===== config.mk =====
export PLATFORM = sky130hd
export DESIGN_NAME = ramped_audio_gain
export DESIGN_NICKNAME = d
export VERILOG_FILES = /design/src/hw/rtl/rag_pkg.sv /design/src/hw/rtl/ramped_audio_gain.sv /design/src/hw/rtl/rag_ctrl.sv /design/src/hw/rtl/rag_datapath.sv
export SDC_FILE = /design/constraint.sdc
export NUM_CORES = 2
export LEC_CHECK = 0
export BUFFER_PORTS_ARGS = -buffer_cell sky130_fd_sc_hd__buf_4
export CAP_MARGIN = 15
export CORE_ASPECT_RATIO = 2
export CORE_MARGIN = 4
export CORE_UTILIZATION = 35
export CTS_BUF_LIST = sky130_fd_sc_hd__clkbuf_16
export CTS_CLUSTER_DIAMETER = 150
export CTS_CLUSTER_SIZE = 16
export DETAILED_ROUTE_END_ITERATION = 7
export RECOVER_POWER = 50
export SLEW_MARGIN = 20
export SYNTH_ARGS = -nofsm -noshare
export SYNTH_HDL_FRONTEND = slang
export SYNTH_SLANG_ARGS = --single-unit

===== constraint.sdc =====
create_clock -name clk -period 11.38 [get_ports clk]
set_clock_uncertainty 0.05 [all_clocks]
set_input_delay 1.138 -clock clk [delete_from_list [all_inputs] [get_ports clk]]
set_output_delay 1.138 -clock clk [all_outputs]
set_load 0.01 [all_outputs]

===== src/hw/rtl/rag_pkg.sv =====
`default_nettype none

package rag_pkg;

  localparam int SAMPLE_WIDTH     = 24;
  localparam int GAIN_WIDTH       = 24;
  localparam int GAIN_FRAC_BITS   = 20;
  localparam int ACC_EXTRA_BITS   = 16;
  localparam int URF_WIDTH        = 16;
  localparam int CCNT_WIDTH       = 4;
  localparam int CFG_IDX_WIDTH    = 2;
  localparam int CFG_DATA_WIDTH   = 24;
  localparam int MAX_CHANNELS_DEF = 8;
  localparam int CHAN_LIM_WIDTH   = 5;

  // gain difference carries one more bit than a gain
  localparam int DIFF_WIDTH    = GAIN_WIDTH + 1;
  localparam int ACC_WIDTH     = GAIN_WIDTH + ACC_EXTRA_BITS + 1;
  localparam int LENP_WIDTH    = URF_WIDTH + DIFF_WIDTH;
  localparam int DIV_STEPS     = DIFF_WIDTH + ACC_EXTRA_BITS;
  localparam int DIV_CNT_WIDTH = $clog2(DIV_STEPS + 1);
  localparam int PROD_WIDTH    = SAMPLE_WIDTH + GAIN_WIDTH;

  // |d| * 100000 < 2 * 2^frac  <=>  |d| < NEAR_LIM
  localparam int NEAR_LIM = ((2 ** (GAIN_FRAC_BITS + 1)) + 99999) / 100000;

  localparam logic signed [GAIN_WIDTH-1:0] GAIN_GOAL_RST = GAIN_WIDTH'(1 << GAIN_FRAC_BITS);
  localparam logic [URF_WIDTH-1:0]         URF_RST       = URF_WIDTH'(2400);
  localparam logic [CCNT_WIDTH-1:0]        CCNT_RST      = CCNT_WIDTH'(2);

  typedef enum logic [CFG_IDX_WIDTH-1:0] {
    CFG_GAIN_GOAL  = 2'd0,
    CFG_UNITY_RAMP = 2'd1,
    CFG_CHAN_NUM   = 2'd2
  } cfg_reg_t;

  typedef struct packed {
    logic signed [SAMPLE_WIDTH-1:0] sample_in;
    logic                           last_of_buffer;
  } in_item_t;

  typedef struct packed {
    logic signed [SAMPLE_WIDTH-1:0] sample_out;
    logic                           ramping;
  } out_item_t;

  typedef struct packed {
    logic capture;
    logic start_close;
    logic jump;
    logic len_calc;
    logic ramp_load;
    logic div_iter;
    logic step_store;
    logic frame;
    logic mul;
    logic out_write;
  } cmd_t;

  typedef struct packed {
    logic buf_start;
    logic initialized;
    logic gain_eq;
    logic len_zero;
    logic div_last;
    logic out_blocked;
  } sts_t;

endpackage

`default_nettype wire


===== src/hw/rtl/ramped_audio_gain.sv =====
// Gain stage for interleaved 24-bit audio with linear ramp smoothing. Samples are
// processed one at a time: a sample passes the start, frame, multiply and output
// states from transfer in to result registered, and the next sample is taken on
// the cycle after that, even if the result has not been transferred out yet. A
// buffer start whose ramp length comes out zero also passes the length state. At
// the first sample of a buffer whose gain differs from the target gain, except in
// the first buffer after reset, which jumps to the target, the ramp length is
// formed with one multiply and, if it is nonzero, the per-frame step with a
// restoring divider that yields one quotient bit per cycle. A result that finds
// the previous one still waiting holds the block until that one is taken.
// Register writes to the target gain and the ramp frames per unit change act at
// the next buffer start, the channel count at the next frame boundary; write them
// only while no sample is in flight.
`default_nettype none

module ramped_audio_gain #(
  parameter int MAX_CHANNELS = rag_pkg::MAX_CHANNELS_DEF
) (
  input  wire logic                                clk,
  input  wire logic                                rst_n,
  input  wire logic                                in_valid,
  output logic                                     in_stall,
  input  wire rag_pkg::in_item_t                   in_data,
  output logic                                     out_valid,
  input  wire logic                                out_stall,
  output rag_pkg::out_item_t                       out_data,
  input  wire logic                                cfg_we,
  input  wire logic [rag_pkg::CFG_IDX_WIDTH-1:0]   cfg_index,
  input  wire logic [rag_pkg::CFG_DATA_WIDTH-1:0]  cfg_wdata
);

  rag_pkg::cmd_t cmd;
  rag_pkg::sts_t sts;

  rag_ctrl u_ctrl (
    .clk      (clk),
    .rst_n    (rst_n),
    .in_valid (in_valid),
    .sts      (sts),
    .in_stall (in_stall),
    .cmd      (cmd)
  );

  rag_datapath #(
    .MAX_CHANNELS (MAX_CHANNELS)
  ) u_datapath (
    .clk       (clk),
    .rst_n     (rst_n),
    .cfg_we    (cfg_we),
    .cfg_index (cfg_index),
    .cfg_wdata (cfg_wdata),
    .in_data   (in_data),
    .out_stall (out_stall),
    .out_valid (out_valid),
    .out_data  (out_data),
    .cmd       (cmd),
    .sts       (sts)
  );

`ifndef SYNTHESIS
  // a finished result never overwrites one still waiting
  a_no_overwrite: assert property (@(posedge clk) disable iff (!rst_n)
    cmd.out_write |-> !(out_valid && out_stall))
    else $error("result written over a pending result");

  // one sample in flight at a time
  a_one_in_flight: assert property (@(posedge clk) disable iff (!rst_n)
    (in_valid && !in_stall) |=> in_stall)
    else $error("second sample taken while one is in flight");

  // a ramp only starts with a nonzero length
  a_ramp_len: assert property (@(posedge clk) disable iff (!rst_n)
    cmd.ramp_load |-> !sts.len_zero)
    else $error("ramp started with zero length");

  // the step is stored right after the last divider iteration
  a_step_after_div: assert property (@(posedge clk) disable iff (!rst_n)
    cmd.step_store |-> $past(cmd.div_iter && sts.div_last))
    else $error("ramp step stored before division finished");
`endif

endmodule

`default_nettype wire


===== src/hw/rtl/rag_ctrl.sv =====
`default_nettype none

module rag_ctrl (
  input  wire logic         clk,
  input  wire logic         rst_n,
  input  wire logic         in_valid,
  input  wire rag_pkg::sts_t sts,
  output logic              in_stall,
  output rag_pkg::cmd_t     cmd
);

  typedef enum logic [2:0] {
    S_IDLE,
    S_START,
    S_LEN,
    S_DIV,
    S_STEP,
    S_FRAME,
    S_MUL,
    S_OUT
  } state_t;

  state_t state_r;
  state_t state_nxt;

  always_comb begin
    state_nxt = state_r;
    cmd       = '0;
    case (state_r)
      S_IDLE: begin
        if (in_valid) begin
          cmd.capture = 1'b1;
          state_nxt   = S_START;
        end
      end
      S_START: begin
        if (!sts.buf_start) begin
          state_nxt = S_FRAME;
        end else if (!sts.initialized) begin
          // first buffer after reset: jump straight to the target
          cmd.jump        = 1'b1;
          cmd.start_close = 1'b1;
          state_nxt       = S_FRAME;
        end else if (sts.gain_eq) begin
          cmd.start_close = 1'b1;
          state_nxt       = S_FRAME;
        end else begin
          cmd.len_calc = 1'b1;
          state_nxt    = S_LEN;
        end
      end
      S_LEN: begin
        cmd.start_close = 1'b1;
        if (sts.len_zero) begin
          state_nxt = S_FRAME;
        end else begin
          cmd.ramp_load = 1'b1;
          state_nxt     = S_DIV;
        end
      end
      S_DIV: begin
        cmd.div_iter = 1'b1;
        if (sts.div_last) begin
          state_nxt = S_STEP;
        end
      end
      S_STEP: begin
        cmd.step_store = 1'b1;
        state_nxt      = S_FRAME;
      end
      S_FRAME: begin
        cmd.frame = 1'b1;
        state_nxt = S_MUL;
      end
      S_MUL: begin
        cmd.mul   = 1'b1;
        state_nxt = S_OUT;
      end
      S_OUT: begin
        if (!sts.out_blocked) begin
          cmd.out_write = 1'b1;
          state_nxt     = S_IDLE;
        end
      end
      default: begin
        state_nxt = S_IDLE;
      end
    endcase
  end

  always_ff @(posedge clk) begin
    if (!rst_n) begin
      state_r <= S_IDLE;
    end else begin
      state_r <= state_nxt;
    end
  end

  assign in_stall = (state_r != S_IDLE);

endmodule

`default_nettype wire


===== src/hw/rtl/rag_datapath.sv =====
`default_nettype none

module rag_datapath #(
  parameter int MAX_CHANNELS = rag_pkg::MAX_CHANNELS_DEF
) (
  input  wire logic                                clk,
  input  wire logic                                rst_n,
  input  wire logic                                cfg_we,
  input  wire logic [rag_pkg::CFG_IDX_WIDTH-1:0]   cfg_index,
  input  wire logic [rag_pkg::CFG_DATA_WIDTH-1:0]  cfg_wdata,
  input  wire rag_pkg::in_item_t                   in_data,
  input  wire logic                                out_stall,
  output logic                                     out_valid,
  output rag_pkg::out_item_t                       out_data,
  input  wire rag_pkg::cmd_t                       cmd,
  output rag_pkg::sts_t                            sts
);

  localparam int PW   = (MAX_CHANNELS > 1) ? $clog2(MAX_CHANNELS) : 1;
  localparam int CLW  = rag_pkg::CHAN_LIM_WIDTH;
  localparam int GW   = rag_pkg::GAIN_WIDTH;
  localparam int SW   = rag_pkg::SAMPLE_WIDTH;
  localparam int DW   = rag_pkg::DIFF_WIDTH;
  localparam int AW   = rag_pkg::ACC_WIDTH;
  localparam int XB   = rag_pkg::ACC_EXTRA_BITS;
  localparam int FB   = rag_pkg::GAIN_FRAC_BITS;
  localparam int UW   = rag_pkg::URF_WIDTH;
  localparam int LPW  = rag_pkg::LENP_WIDTH;
  localparam int PRW  = rag_pkg::PROD_WIDTH;
  localparam int CNW  = rag_pkg::DIV_CNT_WIDTH;
  localparam int LFW  = LPW - FB;

  // configuration
  logic signed [GW-1:0]                 target_r;
  logic [UW-1:0]                        urf_r;
  logic [rag_pkg::CCNT_WIDTH-1:0]       ccnt_r;

  // gain and ramp state
  logic signed [GW-1:0] cur_r,        cur_nxt;
  logic signed [GW-1:0] rtarget_r,    rtarget_nxt;
  logic signed [AW-1:0] step_r,       step_nxt;
  logic signed [AW-1:0] acc_r,        acc_nxt;
  logic [UW-1:0]        left_r,       left_nxt;
  logic [PW-1:0]        pos_r,        pos_nxt;
  logic                 init_r,       init_nxt;
  logic                 bstart_r,     bstart_nxt;
  logic                 framp_r,      framp_nxt;
  logic                 out_valid_r,  out_valid_nxt;

  // payload
  logic signed [SW-1:0]  sample_r;
  logic                  last_r;
  logic signed [DW-1:0]  diff_r;
  logic [LPW-1:0]        lenp_r;
  logic [AW-1:0]         div_q_r;
  logic [UW:0]           div_rem_r;
  logic [UW-1:0]         div_len_r;
  logic [CNW-1:0]        div_cnt_r;
  logic signed [PRW-1:0] mul_r;
  logic                  m_ramp_r;
  logic                  m_unity_r;
  logic                  m_zero_r;
  rag_pkg::out_item_t    out_data_r;

  // combinational
  logic signed [DW-1:0]  diff_c;
  logic [DW-1:0]         absdiff_c;
  logic [LFW-1:0]        len_full;
  logic [UW-1:0]         len_c;
  logic [CLW-1:0]        chan_lim;
  logic [CLW-1:0]        pos_ext;
  logic [CLW-1:0]        pos_inc;
  logic [PW-1:0]         pos_eff;
  logic signed [AW-1:0]  acc_sum;
  logic [UW-1:0]         left_m1;
  logic [UW:0]           rem_sh;
  logic                  rem_ge;
  logic signed [DW-1:0]  d_unity;
  logic signed [DW-1:0]  d_zero;
  logic signed [PRW:0]   rnd_sum;
  logic signed [PRW-FB:0] rnd_shift;
  logic signed [SW-1:0]  sat_c;
  logic signed [SW-1:0]  y_c;

  // magnitude of the stored gain difference
  function automatic logic [DW-1:0] absdiff_c_hold(input logic signed [DW-1:0] d);
    absdiff_c_hold = d[DW-1] ? DW'(-d) : DW'(d);
  endfunction

  assign diff_c    = DW'(target_r) - DW'(cur_r);
  assign absdiff_c = diff_c[DW-1] ? DW'(-diff_c) : DW'(diff_c);

  assign len_full = lenp_r[LPW-1:FB];
  assign len_c    = (len_full > LFW'({UW{1'b1}})) ? {UW{1'b1}} : len_full[UW-1:0];

  always_comb begin
    if (ccnt_r == '0) begin
      chan_lim = CLW'(1);
    end else if (CLW'(ccnt_r) > CLW'(MAX_CHANNELS)) begin
      chan_lim = CLW'(MAX_CHANNELS);
    end else begin
      chan_lim = CLW'(ccnt_r);
    end
  end

  // channel count may have shrunk since the last sample
  assign pos_ext = CLW'(pos_r);
  assign pos_eff = (pos_ext >= chan_lim) ? '0 : pos_r;
  assign pos_inc = CLW'(pos_r) + CLW'(1);

  assign acc_sum = acc_r + step_r;
  assign left_m1 = left_r - UW'(1);

  // restoring divider, one quotient bit per cycle
  assign rem_sh = {div_rem_r[UW-1:0], div_q_r[AW-1]};
  assign rem_ge = (rem_sh >= {1'b0, div_len_r});

  assign d_unity = DW'(cur_r) - DW'(1 << FB);
  assign d_zero  = DW'(cur_r);

  // round half up, then floor by the fraction bits
  assign rnd_sum   = (PRW+1)'(mul_r) + (PRW+1)'(1 << (FB - 1));
  assign rnd_shift = rnd_sum[PRW:FB];

  always_comb begin
    if (rnd_shift > (PRW-FB+1)'((1 << (SW - 1)) - 1)) begin
      sat_c = {1'b0, {(SW-1){1'b1}}};
    end else if (rnd_shift < -(PRW-FB+1)'(1 << (SW - 1))) begin
      sat_c = {1'b1, {(SW-1){1'b0}}};
    end else begin
      sat_c = rnd_shift[SW-1:0];
    end
  end

  always_comb begin
    if (m_ramp_r) begin
      y_c = sat_c;
    end else if (m_unity_r) begin
      y_c = sample_r;
    end else if (m_zero_r) begin
      y_c = '0;
    end else begin
      y_c = sat_c;
    end
  end

  // control state next values
  always_comb begin
    cur_nxt       = cur_r;
    rtarget_nxt   = rtarget_r;
    step_nxt      = step_r;
    acc_nxt       = acc_r;
    left_nxt      = left_r;
    pos_nxt       = pos_r;
    init_nxt      = init_r;
    bstart_nxt    = bstart_r;
    framp_nxt     = framp_r;
    out_valid_nxt = out_valid_r;

    if (out_valid_r && !out_stall) begin
      out_valid_nxt = 1'b0;
    end
    if (cmd.out_write) begin
      out_valid_nxt = 1'b1;
    end

    if (cmd.jump) begin
      cur_nxt = target_r;
    end
    if (cmd.start_close) begin
      init_nxt   = 1'b1;
      bstart_nxt = 1'b0;
    end
    if (cmd.ramp_load) begin
      acc_nxt     = {cur_r[GW-1], cur_r, {XB{1'b0}}};
      left_nxt    = len_c;
      rtarget_nxt = target_r;
    end
    if (cmd.step_store) begin
      step_nxt = diff_r[DW-1] ? -$signed(div_q_r) : $signed(div_q_r);
    end

    if (cmd.frame) begin
      pos_nxt = pos_eff;
      if (pos_eff == '0) begin
        framp_nxt = 1'b0;
        if (left_r != '0) begin
          framp_nxt = 1'b1;
          left_nxt  = left_m1;
          acc_nxt   = acc_sum;
          if (left_m1 == '0) begin
            cur_nxt = rtarget_r;
          end else begin
            cur_nxt = acc_sum[XB +: GW];
          end
        end
      end
    end

    if (cmd.mul) begin
      if (last_r) begin
        bstart_nxt = 1'b1;
        pos_nxt    = '0;
        left_nxt   = '0;
        framp_nxt  = 1'b0;
      end else if (pos_inc >= chan_lim) begin
        pos_nxt = '0;
      end else begin
        pos_nxt = pos_inc[PW-1:0];
      end
    end
  end

  always_ff @(posedge clk) begin
    if (!rst_n) begin
      target_r    <= rag_pkg::GAIN_GOAL_RST;
      urf_r       <= rag_pkg::URF_RST;
      ccnt_r      <= rag_pkg::CCNT_RST;
      cur_r       <= '0;
      rtarget_r   <= '0;
      step_r      <= '0;
      acc_r       <= '0;
      left_r      <= '0;
      pos_r       <= '0;
      init_r      <= 1'b0;
      bstart_r    <= 1'b1;
      framp_r     <= 1'b0;
      out_valid_r <= 1'b0;
    end else begin
      if (cfg_we) begin
        case (rag_pkg::cfg_reg_t'(cfg_index))
          rag_pkg::CFG_GAIN_GOAL:  target_r <= cfg_wdata[GW-1:0];
          rag_pkg::CFG_UNITY_RAMP: urf_r    <= cfg_wdata[UW-1:0];
          rag_pkg::CFG_CHAN_NUM:   ccnt_r   <= cfg_wdata[rag_pkg::CCNT_WIDTH-1:0];
          default: begin
          end
        endcase
      end
      cur_r       <= cur_nxt;
      rtarget_r   <= rtarget_nxt;
      step_r      <= step_nxt;
      acc_r       <= acc_nxt;
      left_r      <= left_nxt;
      pos_r       <= pos_nxt;
      init_r      <= init_nxt;
      bstart_r    <= bstart_nxt;
      framp_r     <= framp_nxt;
      out_valid_r <= out_valid_nxt;
    end
  end

  always_ff @(posedge clk) begin
    if (cmd.capture) begin
      sample_r <= in_data.sample_in;
      last_r   <= in_data.last_of_buffer;
    end
    if (cmd.len_calc) begin
      diff_r <= diff_c;
      lenp_r <= LPW'(urf_r) * LPW'(absdiff_c);
    end
    if (cmd.ramp_load) begin
      div_q_r   <= {absdiff_c_hold(diff_r), {XB{1'b0}}};
      div_rem_r <= '0;
      div_len_r <= len_c;
      div_cnt_r <= CNW'(rag_pkg::DIV_STEPS);
    end else if (cmd.div_iter) begin
      div_q_r   <= {div_q_r[AW-2:0], rem_ge};
      div_rem_r <= rem_ge ? (rem_sh - {1'b0, div_len_r}) : rem_sh;
      div_cnt_r <= div_cnt_r - CNW'(1);
    end
    if (cmd.mul) begin
      mul_r     <= PRW'(sample_r) * PRW'(cur_r);
      m_ramp_r  <= framp_r;
      m_unity_r <= (d_unity < DW'(rag_pkg::NEAR_LIM)) && (d_unity > -DW'(rag_pkg::NEAR_LIM));
      m_zero_r  <= (d_zero < DW'(rag_pkg::NEAR_LIM)) && (d_zero > -DW'(rag_pkg::NEAR_LIM));
    end
    if (cmd.out_write) begin
      out_data_r.sample_out <= y_c;
      out_data_r.ramping    <= m_ramp_r;
    end
  end

  assign sts.buf_start   = bstart_r;
  assign sts.initialized = init_r;
  assign sts.gain_eq     = (cur_r == target_r);
  assign sts.len_zero    = (len_c == '0);
  assign sts.div_last    = (div_cnt_r == CNW'(1));
  assign sts.out_blocked = out_valid_r && out_stall;

  assign out_valid = out_valid_r;
  assign out_data  = out_data_r;

endmodule

`default_nettype wire


==> summary.md <==
| Metric | Value |
|---|---|
| Status | finished, violations left |
| DRC Markers | 0 |
| Cells after Synth | 6064 |
| Ys async rst share | 0% |
| Seq/Total Area, Yosys | 17.97% |
| Post-synthesis xor/xnor area fraction | 3.787% |
| Post-Synth Adder-Cell Area | 41.84% |
| Std cell rows | 204 |
| Final hold violation count | 0 |
| Worst slew margin | -136.8% |
| Syn Area/Cell | 8.995 um^2 |
| Area of the die | 162600 um^2 |
| Post-synthesis compound-gate area fraction | 9.217% |
| CTS tree | built |
| Unique masters post-synth | 83 |
| GRT overflow | 0 |
| Top Ports | 83 |
| Vias in the first global route | 46120 |
| Sink Count | 405 |
| First-pass GRT wire length | 265.8 mm |
| Drt first pass iters | 5 |
| Warnings, synthesis | 0 |
| EDFF count, synth | 169 |
| Buf/Inv on CP | 4 |
| Failing checks | max-capacitance violations, max-slew violations |
| Die X | 287.1 um |
| Initial DRC count | 2060 |
| Initial antenna violation count | 7 |
| Drt wl/cell | 21.38 um |
| # hold bufs at CTS | 0 |
| Cts repair resizes | 0 |
| Largest cells by area after synthesis | fa_1, edfxtp_1, dfxtp_1, ha_1, inv_1 |
| # setup viols final | 0 |
| Gr usage total | 21.35% |
| Min Tclk post-route | 10.72 ns |
| Post-synthesis net count | 7387 |
| Max Cap Viol | 9 |
| Worst path max stage delay | 0.57 ns |
| Crit Path Class | flip-flop to flip-flop |
| Bufs on Longest Clock Path | 3 |
| Synthesized cell area | 54540 um^2 |
| Worst endpoint data arrival time | 11.07 ns |
| Slew @ Worst Pin | 3.552 ns |
| Post-synthesis simple-gate area fraction | 16.95% |
| Total core area | 154700 um^2 |
| CP startpoint kind | flip-flop |
| Layout cells sized above 1 | 3.995% |
| Setup Buffers After CTS | 0 |
| Setup TNS Final | 0 ns |
| Vias/cell | 5.222 |
| Place WS | 0.7341 ns |
| Most frequent CP cell | fa_1 |
| CP max-delay cell | or4b_4 |
| CP top delay family | adder cells |
| H-tree levels | 1 |
| Maximum fanout along the worst path | 5 |
| Initial Utilization | 35.26% |
| CTS buffer count | 30 |
| Die extent in y | 566.3 um |
| Root buffer cell | clkbuf_16 |
| Main flop type after synthesis | dfxtp_1 |
| WL final | 172.5 mm |
| RSZ-0062 raised after global routing | no |
| Pin count of the biggest net entering global routing | 78 |
| Final max-slew violation count | 360 |
| Synth area leader | fa_1 |
| Hold Path Class | flip-flop to flip-flop |
| Clock-pin slew on the worst setup and hold paths | 0.09 ns |
| Flops & latches, synth | 405 |
| Post-synth top cells | inv_1, nand2_1, fa_1 |
| Clock Latency Late Sink | 0.68 ns |
| Fin crit share | 94.18% |
| IO buf count | 82 |
| Setup crit end kind | flip-flop |
| Main combinational cell family by area after synthesis | adder cells |
| Mux cell area share after synthesis | 0.9245% |
| Yosys top cell area share | 34.06% |
| Post-DP HPWL | 135.8 mm |
| Placer Congestion | 0.9467 |
| Finished Core Util | 37.67% |
| FMAX | 93.30 MHz |
| Setup WS post-layout | 0.6624 ns |
| Post-route ant nets | 0 |
| # nets final | 7310 |
| Critical path required time | 11.73 ns |
| Via count | 42150 |
| Most common cell in the netlist | inv_1 |
| Layout area overhead | 6.829% |
## state kept, by name, summed over array words and instances, names as in the netlist, 25 cells and up
| signal | count |
|---|---|
| u_datapath.out_data | 25 |
| u_datapath.diff_r | 25 |
| u_datapath.mul_r | 29 |
| u_datapath.acc_r | 40 |
| u_datapath.div_q_r | 41 |
| u_datapath.step_r | 40 |
## worst reg2reg max path, delay by kind of cell, from the launching register on
kind / cells / cell delay [ns]
simple gates: 11 / 2.91
xor+xnor: 2 / 0.63
compound gates: 10 / 2.53
buf+inv: 4 / 0.25
flops: 1 / 0.41
fa+ha+maj: 8 / 3.70
## cells by family after synthesis
group | count (synthesis)
compound gates | 783
xor+xnor | 235
fa+ha+maj | 1267
buf+inv | 1349
flops | 405
mux | 49
simple gates | 1976
## final cells by class
| cell class | count | area [um^2] |
|---|---|---|
| Sequential cell | 405 | 9799 |
| Timing Repair Buffer | 204 | 1364 |
| Antenna cell | 3 | 7.507 |
| Tap cell | 2060 | 2577 |
| Clock buffer | 30 | 750.7 |
| Multi-Input combinational cell | 4310 | 39760 |
| Inverter | 1036 | 3891 |
| Clock inverter | 23 | 118.9 |
| Fill cell | 15860 | 96410 |
## cell usage in the layout, fill, tap and decap left out, drive strengths merged, types with 22 or more instances in the layout
master	instances
clkbuf	93
o21a	23
nor3	50
nand4	47
o31ai	31
nor2	236
inv	1055
xnor2	122
o211ai	26
or3	33
nand2	996
fa	928
nand3	74
a221o	22
nor4	27
a21o	56
nand2b	49
xor2	113
nor2b	41
buf	141
and2	357
mux2i	38
a31oi	30
edfxtp	169
dfxtp	236
ha	339
o21ai	167
a21oi	238
a211oi	70
and3	22
## per-stage QoR
step | instances | hold slack (ns) | cell area, um^2
after floorplan | 6064 | 0.3581 | 54540
after global placement | 8015 | 0.3913 | 57580
after CTS | 8068 | 0.4082 | 58460
after global routing | 8069 | 0.4270 | 58260
final | 8071 | 0.4091 | 58270
after detailed placement | 8015 | 0.3968 | 57590
## final timing paths
| kind | startpoint | end | slack, ns | cells past startpoint |
|---|---|---|---|---|
| hold / removal | u_datapath.urf_r[7]$_SDFFE_PN0P_ | u_datapath.urf_r[7]$_SDFFE_PN0P_ | 0.41 | 2 |
| setup reg to reg | u_datapath.cur_r[1]$_SDFF_PN0_ | u_datapath.lenp_r[37]$_DFFE_PP_ | 0.66 | 35 |
| setup / recovery | u_datapath.cur_r[1]$_SDFF_PN0_ | u_datapath.lenp_r[37]$_DFFE_PP_ | 0.66 | 35 |
| hold reg to reg | u_datapath.urf_r[7]$_SDFFE_PN0P_ | u_datapath.urf_r[7]$_SDFFE_PN0P_ | 0.41 | 2 |
## layer usage
layer	vias to the layer above	track usage, %	part of all wire [%]
li1	18900	-	-
met1	21430	20.06	31
met2	1189	41.46	55
met3	619	1.970	3.6
met4	6	16.70	10
met5	-	0	0.023
Power is not shown: default switching activity piles up to over one toggle a cycle in this logic, so the estimate is an artifact.
